===== config.mk =====
export PLATFORM = sky130hd
export DESIGN_NAME = staggered_start_sequencer
export DESIGN_NICKNAME = d
export VERILOG_FILES = /design/src/rtl/sss_pkg.sv /design/src/rtl/staggered_start_sequencer.sv
export SDC_FILE = /design/constraint.sdc
export NUM_CORES = 1
export LEC_CHECK = 0
export BUFFER_PORTS_ARGS = -buffer_cell sky130_fd_sc_hd__buf_2
export CAP_MARGIN = 20
export CORE_MARGIN = 2
export CORE_UTILIZATION = 27
export CTS_BUF_LIST = sky130_fd_sc_hd__clkbuf_16
export DETAILED_ROUTE_END_ITERATION = 12
export GPL_ROUTABILITY_DRIVEN = 1
export GPL_TIMING_DRIVEN = 0
export SYNTH_ARGS = -nofsm -noshare
export SYNTH_HDL_FRONTEND = slang
export SYNTH_SLANG_ARGS = --single-unit

===== constraint.sdc =====
create_clock -name clk -period 19.3 [get_ports clk]
set_input_delay 5.79 -clock clk [delete_from_list [all_inputs] [get_ports clk]]
set_output_delay 5.79 -clock clk [all_outputs]
set_load 0.02 [all_outputs]

===== src/rtl/sss_pkg.sv =====
// Shared types and constants for the staggered start sequencer.
// No dependencies; used by staggered_start_sequencer.
`default_nettype none

package sss_pkg;

  // Field widths
  localparam int DUR_W    = 24;
  localparam int DELAY_W  = 16;
  localparam int ROTOR_W  = 3;
  localparam int PHASE_W  = 3;
  localparam int KIND_W   = 2;
  localparam int CFG_IDX_W = 1;

  // Default table depth
  localparam int ROTOR_COUNT_DEF = 8;

  // Register reset values
  localparam logic [DUR_W-1:0] ACTIVE_DUR_RST = 24'd10000;
  localparam logic [DUR_W-1:0] PAUSE_DUR_RST  = 24'd5000;

  // Register indexes
  localparam logic [CFG_IDX_W-1:0] CFG_ACTIVE_DUR = 1'b0;
  localparam logic [CFG_IDX_W-1:0] CFG_PAUSE_DUR  = 1'b1;

  // Phase codes
  localparam logic [PHASE_W-1:0] PH_OFF          = 3'd0;
  localparam logic [PHASE_W-1:0] PH_DEACT        = 3'd1;
  localparam logic [PHASE_W-1:0] PH_START_ACTIVE = 3'd2;
  localparam logic [PHASE_W-1:0] PH_ACTIVE       = 3'd3;
  localparam logic [PHASE_W-1:0] PH_START_PAUSE  = 3'd4;
  localparam logic [PHASE_W-1:0] PH_PAUSE        = 3'd5;

  // Message kinds
  localparam logic [KIND_W-1:0] KIND_OFF    = 2'd0;
  localparam logic [KIND_W-1:0] KIND_STOP   = 2'd1;
  localparam logic [KIND_W-1:0] KIND_START  = 2'd2;
  localparam logic [KIND_W-1:0] KIND_CONFIG = 2'd3;

  // One result beat
  typedef struct packed {
    logic               msg_valid;
    logic [KIND_W-1:0]  msg_kind;
    logic               msg_broadcast;
    logic [ROTOR_W-1:0] msg_rotor;
    logic               led_on;
    logic [PHASE_W-1:0] phase_now;
  } res_t;

endpackage

`default_nettype wire


===== src/rtl/staggered_start_sequencer.sv =====
// Staggered start sequencer: an accepted input beat's result is registered in the output register,
// or in the skid register while the output register is full and stalled. Throughput is one beat per
// cycle while the skid is empty; the phase update is a combinational read-modify-write and the delay
// table entry for the next cursor value is prefetched. A two-deep output stage (register plus skid)
// takes one more input beat while a result waits. Reset is synchronous, active low; per-entry valid
// bits make unwritten delay table entries read as zero. Depends on sss_pkg.
`default_nettype none

module staggered_start_sequencer #(
  parameter int ROTOR_COUNT = sss_pkg::ROTOR_COUNT_DEF
) (
  input  wire logic                             clk,
  input  wire logic                             rst_n,
  // configuration write port
  input  wire logic                             cfg_we,
  input  wire logic [sss_pkg::CFG_IDX_W-1:0]    cfg_index,
  input  wire logic [sss_pkg::DUR_W-1:0]        cfg_wdata,
  // input channel
  input  wire logic                             in_valid,
  output logic                                  in_stall,
  input  wire logic                             in_op,
  input  wire logic                             in_switch_on,
  input  wire logic [sss_pkg::ROTOR_W-1:0]      in_delay_index,
  input  wire logic [sss_pkg::DELAY_W-1:0]      in_delay_value,
  // result channel
  output logic                                  out_valid,
  input  wire logic                             out_stall,
  output logic                                  out_msg_valid,
  output logic [sss_pkg::KIND_W-1:0]            out_msg_kind,
  output logic                                  out_msg_broadcast,
  output logic [sss_pkg::ROTOR_W-1:0]           out_msg_rotor,
  output logic                                  out_led_on,
  output logic [sss_pkg::PHASE_W-1:0]           out_phase_now
);

  localparam int CUR_W = $clog2(ROTOR_COUNT + 1);
  localparam int IDX_W = (ROTOR_COUNT > 1) ? $clog2(ROTOR_COUNT) : 1;
  localparam logic [CUR_W-1:0] CUR_END = CUR_W'(ROTOR_COUNT);
  localparam int PAD_W = sss_pkg::DUR_W - sss_pkg::DELAY_W;
  localparam logic [sss_pkg::DUR_W-1:0] ELAPSED_MAX = {sss_pkg::DUR_W{1'b1}};

  // Configuration registers
  logic [sss_pkg::DUR_W-1:0] active_dur_r;
  logic [sss_pkg::DUR_W-1:0] pause_dur_r;

  // Sequencer state
  logic [sss_pkg::PHASE_W-1:0] phase_r, phase_nxt, step_phase;
  logic [sss_pkg::DUR_W-1:0]   elapsed_r, elapsed_nxt, elapsed_inc;
  logic [CUR_W-1:0]            cursor_r, cursor_nxt;
  logic                        done_r, done_nxt;
  logic                        led_r, led_nxt;

  // Delay table memory and its read path
  logic [sss_pkg::DELAY_W-1:0] mem [ROTOR_COUNT];
  logic [ROTOR_COUNT-1:0]      tbl_valid_r;
  logic [sss_pkg::DELAY_W-1:0] mem_q;
  logic                        fwd_r;
  logic [sss_pkg::DELAY_W-1:0] fwd_data_r;
  logic                        rd_vld_r;
  logic [IDX_W-1:0]            rd_addr;
  logic [IDX_W-1:0]            wr_addr;
  logic                        tbl_we;
  logic                        wr_in_range;
  logic [sss_pkg::DELAY_W-1:0] delay_cur;

  // Output stage
  sss_pkg::res_t res;
  sss_pkg::res_t out_r, skid_r;
  logic          out_valid_r, skid_valid_r;
  logic          in_acc, out_pop;

  assign in_stall = skid_valid_r;
  assign in_acc   = in_valid && !skid_valid_r;
  assign out_pop  = out_valid_r && !out_stall;

  // Configuration writes
  always_ff @(posedge clk) begin
    if (!rst_n) begin
      active_dur_r <= sss_pkg::ACTIVE_DUR_RST;
      pause_dur_r  <= sss_pkg::PAUSE_DUR_RST;
    end else if (cfg_we) begin
      case (cfg_index)
        sss_pkg::CFG_ACTIVE_DUR: active_dur_r <= cfg_wdata;
        sss_pkg::CFG_PAUSE_DUR:  pause_dur_r  <= cfg_wdata;
        default: ;
      endcase
    end
  end

  // Delay of the rotor under the cursor: forwarded write, stored entry or reset zero
  assign delay_cur = fwd_r    ? fwd_data_r :
                     rd_vld_r ? mem_q      : '0;

  assign elapsed_inc = (elapsed_r != ELAPSED_MAX) ? elapsed_r + 1'b1 : elapsed_r;
  assign wr_in_range = (32'(in_delay_index) < ROTOR_COUNT);
  assign wr_addr     = IDX_W'(in_delay_index);

  // Phase step for one beat
  always_comb begin
    res         = '0;
    phase_nxt   = phase_r;
    elapsed_nxt = elapsed_r;
    cursor_nxt  = cursor_r;
    done_nxt    = done_r;
    led_nxt     = led_r;
    tbl_we      = 1'b0;
    step_phase  = phase_r;
    if (in_acc) begin
      if (in_op) begin
        tbl_we = wr_in_range;
      end else begin
        if (in_switch_on && phase_r == sss_pkg::PH_OFF) begin
          step_phase = sss_pkg::PH_START_PAUSE;
        end else if (!in_switch_on && phase_r != sss_pkg::PH_OFF) begin
          step_phase = sss_pkg::PH_DEACT;
        end
        phase_nxt = step_phase;
        case (step_phase)
          sss_pkg::PH_OFF: ;
          sss_pkg::PH_DEACT: begin
            res.msg_valid     = 1'b1;
            res.msg_kind      = sss_pkg::KIND_OFF;
            res.msg_broadcast = 1'b1;
            led_nxt           = 1'b0;
            phase_nxt         = sss_pkg::PH_OFF;
          end
          sss_pkg::PH_START_ACTIVE: begin
            led_nxt     = 1'b1;
            done_nxt    = 1'b0;
            elapsed_nxt = '0;
            cursor_nxt  = '0;
            phase_nxt   = sss_pkg::PH_ACTIVE;
          end
          sss_pkg::PH_ACTIVE: begin
            elapsed_nxt = elapsed_inc;
            if (!done_r) begin
              if (cursor_r >= CUR_END) begin
                done_nxt = 1'b1;
              end else if (elapsed_inc > {{PAD_W{1'b0}}, delay_cur}) begin
                res.msg_valid = 1'b1;
                res.msg_kind  = sss_pkg::KIND_START;
                res.msg_rotor = sss_pkg::ROTOR_W'(cursor_r);
                cursor_nxt    = cursor_r + CUR_W'(1);
              end
            end
            if (elapsed_inc > active_dur_r) begin
              phase_nxt = sss_pkg::PH_START_PAUSE;
            end
          end
          sss_pkg::PH_START_PAUSE: begin
            res.msg_valid     = 1'b1;
            res.msg_kind      = sss_pkg::KIND_STOP;
            res.msg_broadcast = 1'b1;
            done_nxt          = 1'b0;
            cursor_nxt        = '0;
            elapsed_nxt       = '0;
            phase_nxt         = sss_pkg::PH_PAUSE;
          end
          sss_pkg::PH_PAUSE: begin
            elapsed_nxt = elapsed_inc;
            if (!done_r) begin
              if (cursor_r >= CUR_END) begin
                done_nxt = 1'b1;
              end else begin
                res.msg_valid = 1'b1;
                res.msg_kind  = sss_pkg::KIND_CONFIG;
                res.msg_rotor = sss_pkg::ROTOR_W'(cursor_r);
                cursor_nxt    = cursor_r + CUR_W'(1);
              end
            end
            if (elapsed_inc > pause_dur_r) begin
              phase_nxt = sss_pkg::PH_START_ACTIVE;
            end
          end
          default: phase_nxt = sss_pkg::PH_DEACT;
        endcase
      end
    end
    res.led_on    = led_nxt;
    res.phase_now = phase_nxt;
  end

  // Prefetch the entry the cursor will point at next cycle
  assign rd_addr = (cursor_nxt >= CUR_END) ? '0 : cursor_nxt[IDX_W-1:0];

  // Delay table storage
  always_ff @(posedge clk) begin
    if (tbl_we) begin
      mem[wr_addr] <= in_delay_value;
    end
    mem_q      <= mem[rd_addr];
    fwd_data_r <= in_delay_value;
  end

  // Table valid bits and forwarding flags
  always_ff @(posedge clk) begin
    if (!rst_n) begin
      tbl_valid_r <= '0;
      fwd_r       <= 1'b0;
      rd_vld_r    <= 1'b0;
    end else begin
      if (tbl_we) begin
        tbl_valid_r[wr_addr] <= 1'b1;
      end
      fwd_r    <= tbl_we && (wr_addr == rd_addr);
      rd_vld_r <= tbl_valid_r[rd_addr];
    end
  end

  // Sequencer state update
  always_ff @(posedge clk) begin
    if (!rst_n) begin
      phase_r   <= sss_pkg::PH_OFF;
      elapsed_r <= '0;
      cursor_r  <= '0;
      done_r    <= 1'b0;
      led_r     <= 1'b0;
    end else if (in_acc) begin
      phase_r   <= phase_nxt;
      elapsed_r <= elapsed_nxt;
      cursor_r  <= cursor_nxt;
      done_r    <= done_nxt;
      led_r     <= led_nxt;
    end
  end

  // Output register with skid stage
  always_ff @(posedge clk) begin
    if (!rst_n) begin
      out_valid_r  <= 1'b0;
      skid_valid_r <= 1'b0;
    end else if (skid_valid_r) begin
      if (out_pop) begin
        out_valid_r  <= 1'b1;
        skid_valid_r <= 1'b0;
      end
    end else if (in_acc) begin
      if (!out_valid_r || out_pop) begin
        out_valid_r <= 1'b1;
      end else begin
        skid_valid_r <= 1'b1;
      end
    end else if (out_pop) begin
      out_valid_r <= 1'b0;
    end
  end

  // Result payload
  always_ff @(posedge clk) begin
    if (skid_valid_r) begin
      if (out_pop) begin
        out_r <= skid_r;
      end
    end else if (in_acc) begin
      if (!out_valid_r || out_pop) begin
        out_r <= res;
      end else begin
        skid_r <= res;
      end
    end
  end

  assign out_valid         = out_valid_r;
  assign out_msg_valid     = out_r.msg_valid;
  assign out_msg_kind      = out_r.msg_kind;
  assign out_msg_broadcast = out_r.msg_broadcast;
  assign out_msg_rotor     = out_r.msg_rotor;
  assign out_led_on        = out_r.led_on;
  assign out_phase_now     = out_r.phase_now;

  // Skid holds a beat only behind a full output register
  a_skid_behind_out: assert property (@(posedge clk) disable iff (!rst_n)
    skid_valid_r |-> out_valid_r)
    else $error("skid stage full with empty output register");

  // Cursor never passes the end of the table
  a_cursor_bound: assert property (@(posedge clk) disable iff (!rst_n)
    cursor_r <= CUR_END)
    else $error("rotor cursor out of range");

  // Unused phase codes are never reached
  a_phase_legal: assert property (@(posedge clk) disable iff (!rst_n)
    phase_r <= sss_pkg::PH_PAUSE)
    else $error("phase register holds unused code");

  // LED is dark whenever the sequencer is off
  a_led_off: assert property (@(posedge clk) disable iff (!rst_n)
    (phase_r == sss_pkg::PH_OFF) |-> !led_r)
    else $error("LED lit while off");

  // Broadcast results carry rotor zero
  a_bcast_rotor: assert property (@(posedge clk) disable iff (!rst_n)
    (out_valid_r && out_r.msg_broadcast) |-> (out_r.msg_rotor == '0))
    else $error("broadcast beat names a rotor");

endmodule

`default_nettype wire


== Word level (Yosys, flattened, before mapping) ==
Memory sizes are Yosys's and may differ from the RTL's. A register that Yosys moved wholly into a read port is not among the register bits.
Cells that the tools add are included.
Storage, ports and cells
  flip-flop bits (word level): 131
  bits in writable memories: 128
  input bits: 51
  output and inout bits: 13
  logic and storage cells: 138
  memories kept: 1
Operators by class
  add/sub/neg operators: 2
  order comparisons: 8
  eq/ne operators: 9
  multiplexer cells: 61
  bitwise operators: 5
  reduce and logical (&&, ||, !) cells: 27
Memory list
  mem: words 8, bits a word 16, read ports 1, clocked after memory_dff 1, wr ports 1, RTL line staggered_start_sequencer.sv:54  | logic [sss_pkg::DELAY_W-1:0] mem [ROTOR_COUNT];
Operators by type and width (number)
  $mux 3: 18
  $gt 24x24->1: 2
  $pmux 24 s2: 1
  $mux 11: 4
  $mux 16: 2
  $mux 4: 7
  $add 24x1->24 const B: 1
  $gt 24x16->1: 1
  $mux 24: 1
  $ne 24x24->1 const B: 1
  $mux 1: 19
  $pmux 3 s6: 1
  $pmux 3 s4: 1
  $pmux 4 s3: 1
  $reduce_and 3->1: 4
  $ge 4x4->1 const B: 2
  $lt 3x4->1 const B: 2
  $or 8x8->8: 1
  $reduce_bool 2->1: 4
  $mux 7: 1
  $eq 3x2->1 const B: 2
  $eq 3x3->1 const B: 2
  $logic_and 1x1->1: 6
  $logic_not 3->1: 2
  other kinds (16): 26

== Longest topological paths before layout ==
Gate-level depths: netlist of the first run.
  depth in word-level cells: 15
  mapped depth: 28
  gate-level depth less buffers: 27

== Worst setup path before layout of the first run ==
No wires, ideal clock.
  path type: input to register
  start: in in_switch_on
  end: reg mem_q[0] (netlist bit) (read register of mem)
  arrival: 8151 ps
  path slack: 11032 ps
  cell stages on the path: 12
  path buffers: 2
  cells stage by stage: clkbuf_1 a21boi_0 nand3_1 nor4_1 o21a_1 nor2b_1 nor2_1 mux2i_4 buf_4 mux2i_1 mux2i_1 o22a_1
Between the ends
  longest elaborated chain between the ends: 13
Ends and longest elaborated chain
  start: declaration: RTL line staggered_start_sequencer.sv:22  | input wire logic in_switch_on,
  $logic_not 1->1: RTL line staggered_start_sequencer.sv:114  | end else if (!in_switch_on && phase_r != sss_pkg::PH_OFF) begin
  $logic_and 1x1->1: RTL line staggered_start_sequencer.sv:114
  $mux 3: RTL line staggered_start_sequencer.sv:114
  $mux 3 *: RTL line staggered_start_sequencer.sv:112  | if (in_switch_on && phase_r == sss_pkg::PH_OFF) begin
  $mux 3 *: RTL line staggered_start_sequencer.sv:109  | if (in_op) begin
  $mux 3 *: RTL line staggered_start_sequencer.sv:108  | if (in_acc) begin
  $eq 3x3->1 or $eq 3x2->1 (tied branches): RTL line staggered_start_sequencer.sv:118  | case (step_phase)
  $reduce_or 2->1 (no source line)
  $pmux 4 s3 *: RTL line staggered_start_sequencer.sv:118
  $mux 4 *: RTL line staggered_start_sequencer.sv:109
  $mux 4 *: RTL line staggered_start_sequencer.sv:108
  $ge 4x4->1: RTL line staggered_start_sequencer.sv:184  | assign rd_addr = (cursor_nxt >= CUR_END) ? '0 : cursor_nxt[IDX_W-1:0];
  $mux 3 *: RTL line staggered_start_sequencer.sv:184
  end: declaration: RTL line staggered_start_sequencer.sv:56  | logic [sss_pkg::DELAY_W-1:0] mem_q;
Every way passes the cells marked *; elsewhere a longest branch is shown, timed or not. The select of a mux whose other input is x is not followed.
A chain may end at the register's enable or synchronous reset.

== Final worst setup path of the first run ==
  start: in in_op
  end: reg mem_q[13] (netlist bit) (read register of mem)
Between the ends
  longest elaborated chain between the ends: 4
Ends and longest elaborated chain
  start: declaration: RTL line staggered_start_sequencer.sv:21  | input wire logic in_op,
  $mux 4 *: RTL line staggered_start_sequencer.sv:109
  $mux 4 *: RTL line staggered_start_sequencer.sv:108
  $ge 4x4->1: RTL line staggered_start_sequencer.sv:184
  $mux 3 *: RTL line staggered_start_sequencer.sv:184
Every way passes the cells marked *; elsewhere a longest branch is shown, timed or not.

==> run_results.csv, run 1 <==
group,metric,value,unit
setup_path,path_delay_family,"buffers and inverters",
timing,timing.final.crit_share,0.453,
worst_hold_path,hold_class,"reg2reg",
power,pwr-share-seq,0.526,
yosys,avgSynthCellArea,10.9,um^2
yosys,mappedNetlistNets,1323,
timing,rsz0062_at_grt,"no",
status,status,"completed",
layout,antenna_cells,0,
detailed_routing,vias_per_cell,4.82,
floorplanning,row_count,80,
setup_path,path_cells,"buf_2 -> nor3b_2 -> and3_1 -> clkbuf_1 -> nand2_1 -> a22oi_1 -> o32ai_1 -> clkbuf_1 -> buf_2 -> mux2i_1 -> o22a_1",
setup_path,r2r_cells,25,
setup_path,cp.arrival,9190,ps
timing,fin_crit,8740,ps
floorplanning,core,47800,um^2
setup_path,endpoint_kind,"register",
global_routing,antenna_found_initial,0,
layout,drive_gt1_frac,0.119,
run,cap_violations,0,
global_routing,grt_pass1_vias,9388,
placed_design,gp_congestion,0.842,
timing,slew_headroom,0.275,
power,p_sw_frac,0.231,
floorplanning,die-area,50400,um^2
power,ir_drop,0.0000568,V
timing,fin_tns_setup,0,ps
yosys,synth_edf_count,150,
power,p_comb_frac,0.061,
clocking,cts_tree,"built",
power,p_int,0.932,mW
placed_design,port_buffers,62,
floorplanning,initial_utilization,0.275,
power,power.density,79.6,nW/um^2
setup_path,critPathSlowestCell,"a22oi_1",
yosys,synth-seq-area-share,0.533,
layout,fin_util,0.318,
clocking,ctsResizeCount,0,
floorplanning,die_h,225,um
power,leakagePower,5.91,nW
placed_design,placed_cell_area,14400,um^2
setup_path,worstSetupPathType,"in2reg",
yosys,synth-seq-cells,275,
floorplanning,pin_count,64,
clocking,path_clk_slew,60,ps
clocking,post_cts_buffers,0,
placed_design,dp_hpwl,24600,um
timing,max_freq,114,MHz
layout,nets,1425,
clocking,cts-root-buf,"clkbuf_16",
detailed_routing,drtPass1Iterations,5,
setup_path,critPathMaxStageDelay,680,ps
detailed_routing,ant_nets,0,
timing,final_hold_viol_count,0,
setup_path,cp-start-kind,"input port",
setup_path,worst_ep_required_time,19750,ps
clocking,clkLatencyLatePin,570,ps
power,total_power,1.21,mW
detailed_routing,drc,0,
clocking,numCtsBuffers,29,
yosys,synth_top_area_share,0.343,
global_routing,grt_usage,0.135,
yosys,ys.flop_type,"edfxtp_1",
power,p_sw,0.280,mW
detailed_routing,drtIter0Drc,660,
setup_path,rrSetupSlack,11680,ps
yosys,async_reset_ff_frac,0,
setup_path,cp.depth,11,
timing,final-setup-viol-count,0,
setup_path,critical_path_buf_inv_count,4,
yosys,synth_cell_types,68,
clocking,cts.path.max_buffers,3,
worst_hold_path,min_delay_path_depth,2,
timing,worst_pin_slew,1080,ps
clocking,cts_sinks,275,
floorplanning,die_w,225,um
yosys,synth_area_leader_cell,"edfxtp_1",
global_routing,grt_pass1_wl,53100,um
global_routing,grt_max_degree,16,
yosys,synth_area_leaders,"edfxtp_1 34%, dfxtp_1 19%, ha_1 6.6%",
yosys,synth_warnings,0,
layout,finalInstanceArea,15200,um^2
clocking,hold_buffers,0,
power,p_clk_frac,0.413,
detailed_routing,wl_per_cell,17.4,um
yosys,netlist_area,13100,um^2
yosys,synthCells,1203,
global_routing,overflow,0,
layout,area_growth,15.9,%
timing,final-max-slew-violation-count,0,
timing,fin_worst_skew,19.1,ps
setup_path,path_max_fanout,10,
clocking,htreeDepth,1,
detailed_routing,totalWireLength,33800,um
detailed_routing,num_vias,9363,
==> worst reg2reg max path, stage by stage (launching register included) <==
cell and delay, ps:
dfxtp_1 490, nand4_4 230, nor4_4 510, a21o_1 320, nor3_1 130, and3_1 240
and3_1 240, and3_1 220, xor2_1 410, ha_1 330, and4_1 200, and3_1 170
a221oi_1 270, nand3_1 120, a211o_2 340, nor3_4 410, inv_1 190, ha_1 320
mux2i_1 60, o21ai_0 250, a22oi_1 320, o32ai_1 210, clkbuf_1 570, clkbuf_1 540
a2bb2oi_1 180, a22o_1 240
==> cell families after synthesis <==
| family | after synthesis | synth area share |
|---|---|---|
| XOR/XNOR | 27 | 0.0186 |
| buffers and inverters | 127 | 0.0403 |
| AND/OR/NAND/NOR | 358 | 0.134 |
| flip-flops | 275 | 0.533 |
| multiplexers | 77 | 0.0605 |
| AO/OA/AOI/OAI | 270 | 0.147 |
| adder cells (fa/ha/maj) | 69 | 0.0657 |
==> registers in the layout, indices dropped and copies added (netlist names), 2 cells and up <==
signal,cells
active_dur_r,24
cursor_r,4
elapsed_r,24
fwd_data_r,16
mem,128
mem_q,16
out_msg_kind,2
out_msg_rotor,3
out_phase_now,3
pause_dur_r,24
phase_r,3
skid_r,11
tbl_valid_r,8
==> placed cells by master, fill, tap and decap left out, drive strengths merged, types with 9 or more instances in the layout <==
cell type | Yosys | routed
and3 | 13 | 13
nor2 | 53 | 53
dfxtp | 125 | 125
o211ai | 14 | 14
mux2 | 9 | 9
o21ai | 46 | 46
a22oi | 40 | 40
a21o | 18 | 18
nand2 | 153 | 153
a21oi | 31 | 31
nor3 | 24 | 24
nand4 | 14 | 14
a2bb2oi | 9 | 9
nand3 | 22 | 22
a21boi | 42 | 42
nand2b | 9 | 9
o21a | 19 | 19
and2 | 9 | 9
ha | 69 | 69
clkbuf | 44 | 73
nor2b | 33 | 33
a22o | 12 | 12
inv | 63 | 80
mux2i | 68 | 68
xor2 | 15 | 15
xnor2 | 12 | 12
edfxtp | 150 | 150
buf | 20 | 91
==> synth_stat cells (19+ instances only) <==
cell,instances
nand2_1,153
clkbuf_1,44
nor2b_1,33
nor2_1,52
mux2i_1,67
edfxtp_1,150
nor3_1,23
o21a_1,19
nand3_1,22
a22oi_1,40
inv_1,63
ha_1,69
o21ai_0,45
a21boi_0,42
dfxtp_1,125
a21oi_1,31
==> stage by stage <==
stage | hold slack, ps | std cells | setup slack, ps
floorplan | 440 | 1203 | 11030
global placement | 447 | 1880 | 9920
detailed placement | 454 | 1888 | 9970
CTS | 468 | 1942 | 10540
global route | 488 | 1943 | 10290
finish | 468 | 1943 | 10560
==> area by class of cell <==
class,instances,area [um^2]
Clock buffer,29,726
Tap cell,615,769
Inverter,63,236
Sequential cell,275,7010
Clock inverter,25,116
Buffer,64,293
Multi-Input combinational cell,801,5630
Timing Repair Buffer,71,455
Fill cell,4860,32600
==> final timing paths <==
path | start | endpoint
worst min-delay path | active_dur_r[22] | active_dur_r[22]
worst max-delay path | in_op | mem_q[13]
worst max register to register | elapsed_r[12] | mem_q[11]
worst min register to register | active_dur_r[22] | active_dur_r[22]
==> power groups by stage <==
stage	Sequential (mW)	Combinational (mW)	Clock, mW
after floorplan	0.652	0.0412	0
after global placement	0.650	0.0708	0
after detailed placement	0.650	0.0739	0
after CTS	0.638	0.0744	0.513
after global routing	0.639	0.0826	0.539
final	0.638	0.0739	0.501
==> routing by layer <==
layer,GRT usage,up-vias,share of wire
met2,0.236,190,0.49
met3,0.0196,53,0.045
met4,0.0399,0,0.025
met1,0.172,4547,0.44
li1,-,4573,-
met5,0,-,0
(Power assumes the default switching activity.)
==> inputs of run 2 (changes only) <==
==> constraint.sdc (replaced) <==
create_clock -name clk -period 7.45 [get_ports clk]
set_input_delay 2.235 -clock clk [delete_from_list [all_inputs] [get_ports clk]]
set_output_delay 2.235 -clock clk [all_outputs]
set_load 0.02 [all_outputs]
==> run_results.csv, run 2 (synthesized netlist as in run 1, its figures left out) <==
group,metric,value,unit
timing,fin_tns_setup,0,ps
clocking,cts_sinks,275,
setup_path,endpoint_kind,"register",
worst_hold_path,hp-start,"tbl_valid_r[0]",
setup_path,r2r_cells,24,
layout,area_growth,16.4,%
layout,drive_gt1_frac,0.125,
worst_hold_path,worstHoldEndpoint,"tbl_valid_r[0]",
placed_design,gp_congestion,0.842,
clocking,cts-root-buf,"clkbuf_16",
layout,fill_cells,4856,
placed_design,port_buffers,62,
clocking,clkLatencyLatePin,570,ps
power,power.density,206,nW/um^2
floorplanning,row_count,80,
detailed_routing,num_vias,9422,
clocking,numCtsBuffers,29,
timing,final_hold_viol_count,0,
placed_design,dp_hpwl,24600,um
worst_hold_path,hold_class,"reg2reg",
timing,fin_crit,7000,ps
layout,regArea,7010,um^2
timing,slew_headroom,0.270,
floorplanning,die_h,225,um
global_routing,met2_usage,0.236,
floorplanning,core,47800,um^2
floorplanning,pin_count,64,
clocking,htreeDepth,1,
layout,layout_commonest_cell,"nand2_1",
timing,final-max-slew-violation-count,0,
worst_hold_path,min_delay_path_depth,1,
layout,final_cell_mix,"153 x nand2_1, 150 x edfxtp_1, 125 x dfxtp_1",
layout,nets,1430,
timing,rsz0062_at_grt,"no",
timing,final-setup-viol-count,0,
setup_path,r2r-end,"mem_q[13]",
global_routing,use_met3,0.0196,
clocking,cts.path.max_buffers,3,
setup_path,path_max_fanout,10,
global_routing,grt.busiest_layer,"met2",
setup_path,cp-start-kind,"register",
layout,largest_reg_flops,128,
setup_path,rrSetupSlack,450,ps
layout,regMostFlops,"mem",
global_routing,grt_usage,0.135,
placed_design,dp_slack,-165,ps
detailed_routing,drtPass1Iterations,5,
detailed_routing,wl_per_cell,17.4,um
power,ir_drop,0.000147,V
setup_path,worstSetupPathType,"reg2reg",
timing,fin_worst_skew,16.5,ps
timing,max_freq,143,MHz
layout,fin_util,0.319,
floorplanning,die_w,225,um
power,total_power,3.15,mW
global_routing,grt_pass1_wl,53200,um
status,status,"completed",
setup_path,cp.arrival,7510,ps
detailed_routing,ant_nets,0,
global_routing,grt_use_met1,0.172,
global_routing,antenna_found_initial,0,
clocking,cts_tree,"built",
global_routing,grt_pass1_vias,9392,
detailed_routing,vias_per_cell,4.84,
setup_path,worst_ep_required_time,7960,ps
power,leakagePower,5.94,nW
detailed_routing,totalWireLength,34000,um
clocking,path_clk_slew,60,ps
timing,worst_pin_slew,1090,ps
layout,multi_input_area,5640,um^2
global_routing,overflow,0,
detailed_routing,drc,0,
timing,worst_slack,447,ps
global_routing,grt_max_degree,16,
run,cap_violations,0,
timing,timing.final.crit_share,0.940,
detailed_routing,drtIter0Drc,603,
setup_path,r2r_start,"elapsed_r[3]",
floorplanning,initial_utilization,0.275,
layout,antenna_cells,0,
floorplanning,die-area,50400,um^2
-- run 2: through the flow --
stage	area, um^2	instances	hold slack (ps)
3_3_place_gp	14200	1880	447
5_1_grt	15300	1948	488
6_report	15300	1948	468
4_1_cts	15200	1942	468
3_5_place_dp	14400	1888	454
2_1_floorplan	13100	1203	440
-- run 2: routing by layer --
layer,share of wire,vias up
met5,0,-
met3,0.040,60
met4,0.026,0
li1,-,4579
met2,0.49,178
met1,0.44,4605
-- run 2: timing repair --
action / CTS / global route
pin swaps: 0 / 2
gates cloned: 0 / 0
hold buffers: 0 / 0
buffers inserted: 0 / 5
resized for setup: 2 / 5
endpoints found under the setup margin: 12 / 14
-- run 2: critical path: stages, from the launching register on --
cell and delay [ps]:
dfxtp_1 310, buf_2 170, nand4_1 270, or3_1 500, nor3_1 600, nand3_1 170, xnor2_1 550, ha_1 370
and4_1 230, and3_1 170, a221oi_1 280, nand3_1 130, a211o_2 340, nor3_4 350, inv_1 150, ha_1 300
mux2i_1 60, o21ai_0 290, a22o_1 230, nand3b_1 80, o32ai_1 220, buf_2 340, clkbuf_4 350, mux2i_1 300
o22a_1 160
-- run 2: report_power, final --
group | leakage (nW) | internal [mW] | switching (mW)
Sequential | 2.40 | 1.64 | 0.0130
Clock | 0.469 | 0.704 | 0.596
Combinational | 3.08 | 0.0756 | 0.122
Total | 5.94 | 2.42 | 0.730
-- run 2: worst max-delay path by stage --
| stage | startpoint | end | slack, ps | cells past startpoint |
|---|---|---|---|---|
| after global routing | elapsed_r[22] | mem_q[13] | 4 | 27 |
| after detailed placement | elapsed_r[12] | mem_q[11] | -160 | 25 |
| final | elapsed_r[3] | mem_q[13] | 450 | 24 |
| after global placement | elapsed_r[18] | mem_q[11] | -160 | 26 |
| after floorplan | elapsed_r[18] | mem_q[10] | 1290 | 27 |
| after CTS | elapsed_r[3] | mem_q[11] | 10 | 27 |
-- run 2: final cells by class --
type,instances,share of cell area
sequential,275,0.458
tap,615,0.0503
buffer,64,0.0195
multi-input combinational,801,0.369
clock inverter,25,0.00761
inverter,63,0.0155
clock buffer,29,0.0475
timing repair buffer,76,0.0323
==> inputs of run 3 (changes only) <==
--- a/config.mk
+++ b/config.mk
@@ -12,7 +12,7 @@
 export CTS_BUF_LIST = sky130_fd_sc_hd__clkbuf_16
 export DETAILED_ROUTE_END_ITERATION = 12
 export GPL_ROUTABILITY_DRIVEN = 1
-export GPL_TIMING_DRIVEN = 0
+export PLACE_DENSITY = 0.53
 export SYNTH_ARGS = -nofsm -noshare
 export SYNTH_HDL_FRONTEND = slang
 export SYNTH_SLANG_ARGS = --single-unit
==> run_results.csv, run 3 (synthesized netlist as in run 1, its figures left out) <==
group,metric,value,unit
power,power.density,221,nW/um^2
setup_path,worst_ep_required_time,7880,ps
run,cap_violations,0,
layout,regArea,7010,um^2
layout,antenna_cells,0,
timing,final-setup-viol-count,0,
clocking,cts_sinks,275,
floorplanning,core,47800,um^2
timing,timing.final.crit_share,0.907,
global_routing,antenna_found_initial,1,
layout,final_cell_mix,"153 x nand2_1, 150 x edfxtp_1, 125 x dfxtp_1",
timing,rsz0062_at_grt,"no",
timing,fin_crit,6750,ps
timing,fin_worst_skew,21.3,ps
floorplanning,pin_count,64,
global_routing,grt_usage,0.133,
detailed_routing,num_vias,9138,
timing,fin_tns_setup,0,ps
timing,worst_slack,696,ps
detailed_routing,vias_per_cell,4.80,
setup_path,path_max_fanout,11,
global_routing,grt_max_degree,96,
setup_path,cp.arrival,7180,ps
layout,drive_gt1_frac,0.133,
status,status,"completed",
setup_path,worstSetupPathType,"reg2reg",
clocking,numCtsBuffers,34,
floorplanning,row_count,80,
detailed_routing,wl_per_cell,17.5,um
layout,area_growth,16.1,%
timing,final-max-slew-violation-count,0,
detailed_routing,totalWireLength,33400,um
global_routing,grt_pass1_vias,9059,
setup_path,critPathSlowestCell,"a22o_1",
worst_hold_path,hold_class,"reg2reg",
layout,largest_reg_flops,128,
detailed_routing,drc,0,
placed_design,gp_congestion,0.810,
floorplanning,initial_utilization,0.275,
setup_path,endpoint_kind,"register",
layout,fill_cells,4853,
global_routing,grt_pass1_wl,52100,um
floorplanning,die_h,225,um
detailed_routing,drtPass1Iterations,7,
floorplanning,die-area,50400,um^2
timing,slew_headroom,0.354,
clocking,htreeDepth,2,
layout,regMostFlops,"mem",
clocking,ctsResizeCount,0,
setup_path,critPathMaxStageDelay,510,ps
layout,nets,1385,
timing,max_freq,148,MHz
clocking,cts_tree,"built",
layout,layout_commonest_cell,"nand2_1",
placed_design,port_buffers,63,
detailed_routing,drtIter0Drc,570,
power,ir_drop,0.000119,V
layout,multi_input_area,5650,um^2
clocking,clkLatencyLatePin,530,ps
floorplanning,die_w,225,um
clocking,cts.path.max_buffers,3,
setup_path,crit_top_cell,"and3_1",
detailed_routing,ant_nets,0,
power,leakagePower,5.92,nW
global_routing,overflow,0,
placed_design,dp_hpwl,22400,um
setup_path,cp-start-kind,"register",
timing,worst_pin_slew,961,ps
placed_design,dp_slack,551,ps
timing,final_hold_viol_count,0,
clocking,cts-root-buf,"clkbuf_16",
clocking,path_clk_slew,60,ps
run 3: cell types whose count changed in the layout (fill, tap and decap cells not counted), moves of 5 or more:
cell,change
buf_2,-11
buf_4,+13
buf_6,-5
clkbuf_1,-42
clkbuf_16,+7
clkinv_2,+5
inv_1,-7
run 3: final cells by class:
class | count | area share
Multi-Input combinational cell | 801 | 0.371
Timing Repair Buffer | 90 | 0.0372
Sequential cell | 275 | 0.459
Inverter | 63 | 0.0155
Tap cell | 615 | 0.0505
Clock buffer | 35 | 0.0574
Clock inverter | 25 | 0.00935
run 3: worst paths after layout:
kind / start / end / slack (ps) / cells after the start
max reg2reg: elapsed_r[18] / mem_q[2] / 700 / 25
min reg2reg: tbl_valid_r[7] / tbl_valid_r[7] / 460 / 1
max: elapsed_r[18] / mem_q[2] / 700 / 25
min: tbl_valid_r[7] / tbl_valid_r[7] / 460 / 1
run 3: worst max-delay path, delay by kind of cell, from the launching register on:
kind | cells | cell delay [ps]
simple gates | 11 | 2500
fa+ha+maj | 2 | 590
flops | 1 | 400
xor+xnor | 1 | 330
buf+inv | 2 | 370
mux | 1 | 60
compound gates | 8 | 2390
run 3: per-stage QoR:
step | instance area (um^2) | hold WS [ps] | power (mW) | utilization | std cells
after floorplan | 13100 | 440 | 1.80 | - | 1203
after global placement | 14200 | 446 | 1.87 | 0.296 | 1840
after detailed placement | 14200 | 452 | 1.87 | 0.297 | 1841
after CTS | 15200 | 467 | 3.42 | 0.318 | 1901
after global routing | 15300 | 486 | 3.50 | 0.319 | 1904
final | 15300 | 465 | 3.37 | 0.319 | 1904
run 3: layer usage:
layer / track usage / vias to the layer above / wire (um)
met5: 0 / - / 12
met4: 0.0451 / 2 / 756
met1: 0.169 / 4465 / 15000
met3: 0.0227 / 43 / 1220
met2: 0.228 / 147 / 16400
li1: - / 4481 / -
run 3: timing repair:
| item | CTS | global route |
|---|---|---|
| buffers inserted | 0 | 1 |
| endpoints found under the setup margin | 0 | 12 |
| hold buffers | 0 | 0 |
run 3: where the power goes:
group	internal, mW	leakage [nW]	switching (mW)
clock network	0.885	0.527	0.644
registers	1.64	2.40	0.0169
logic	0.0707	2.99	0.114
total	2.59	5.92	0.775
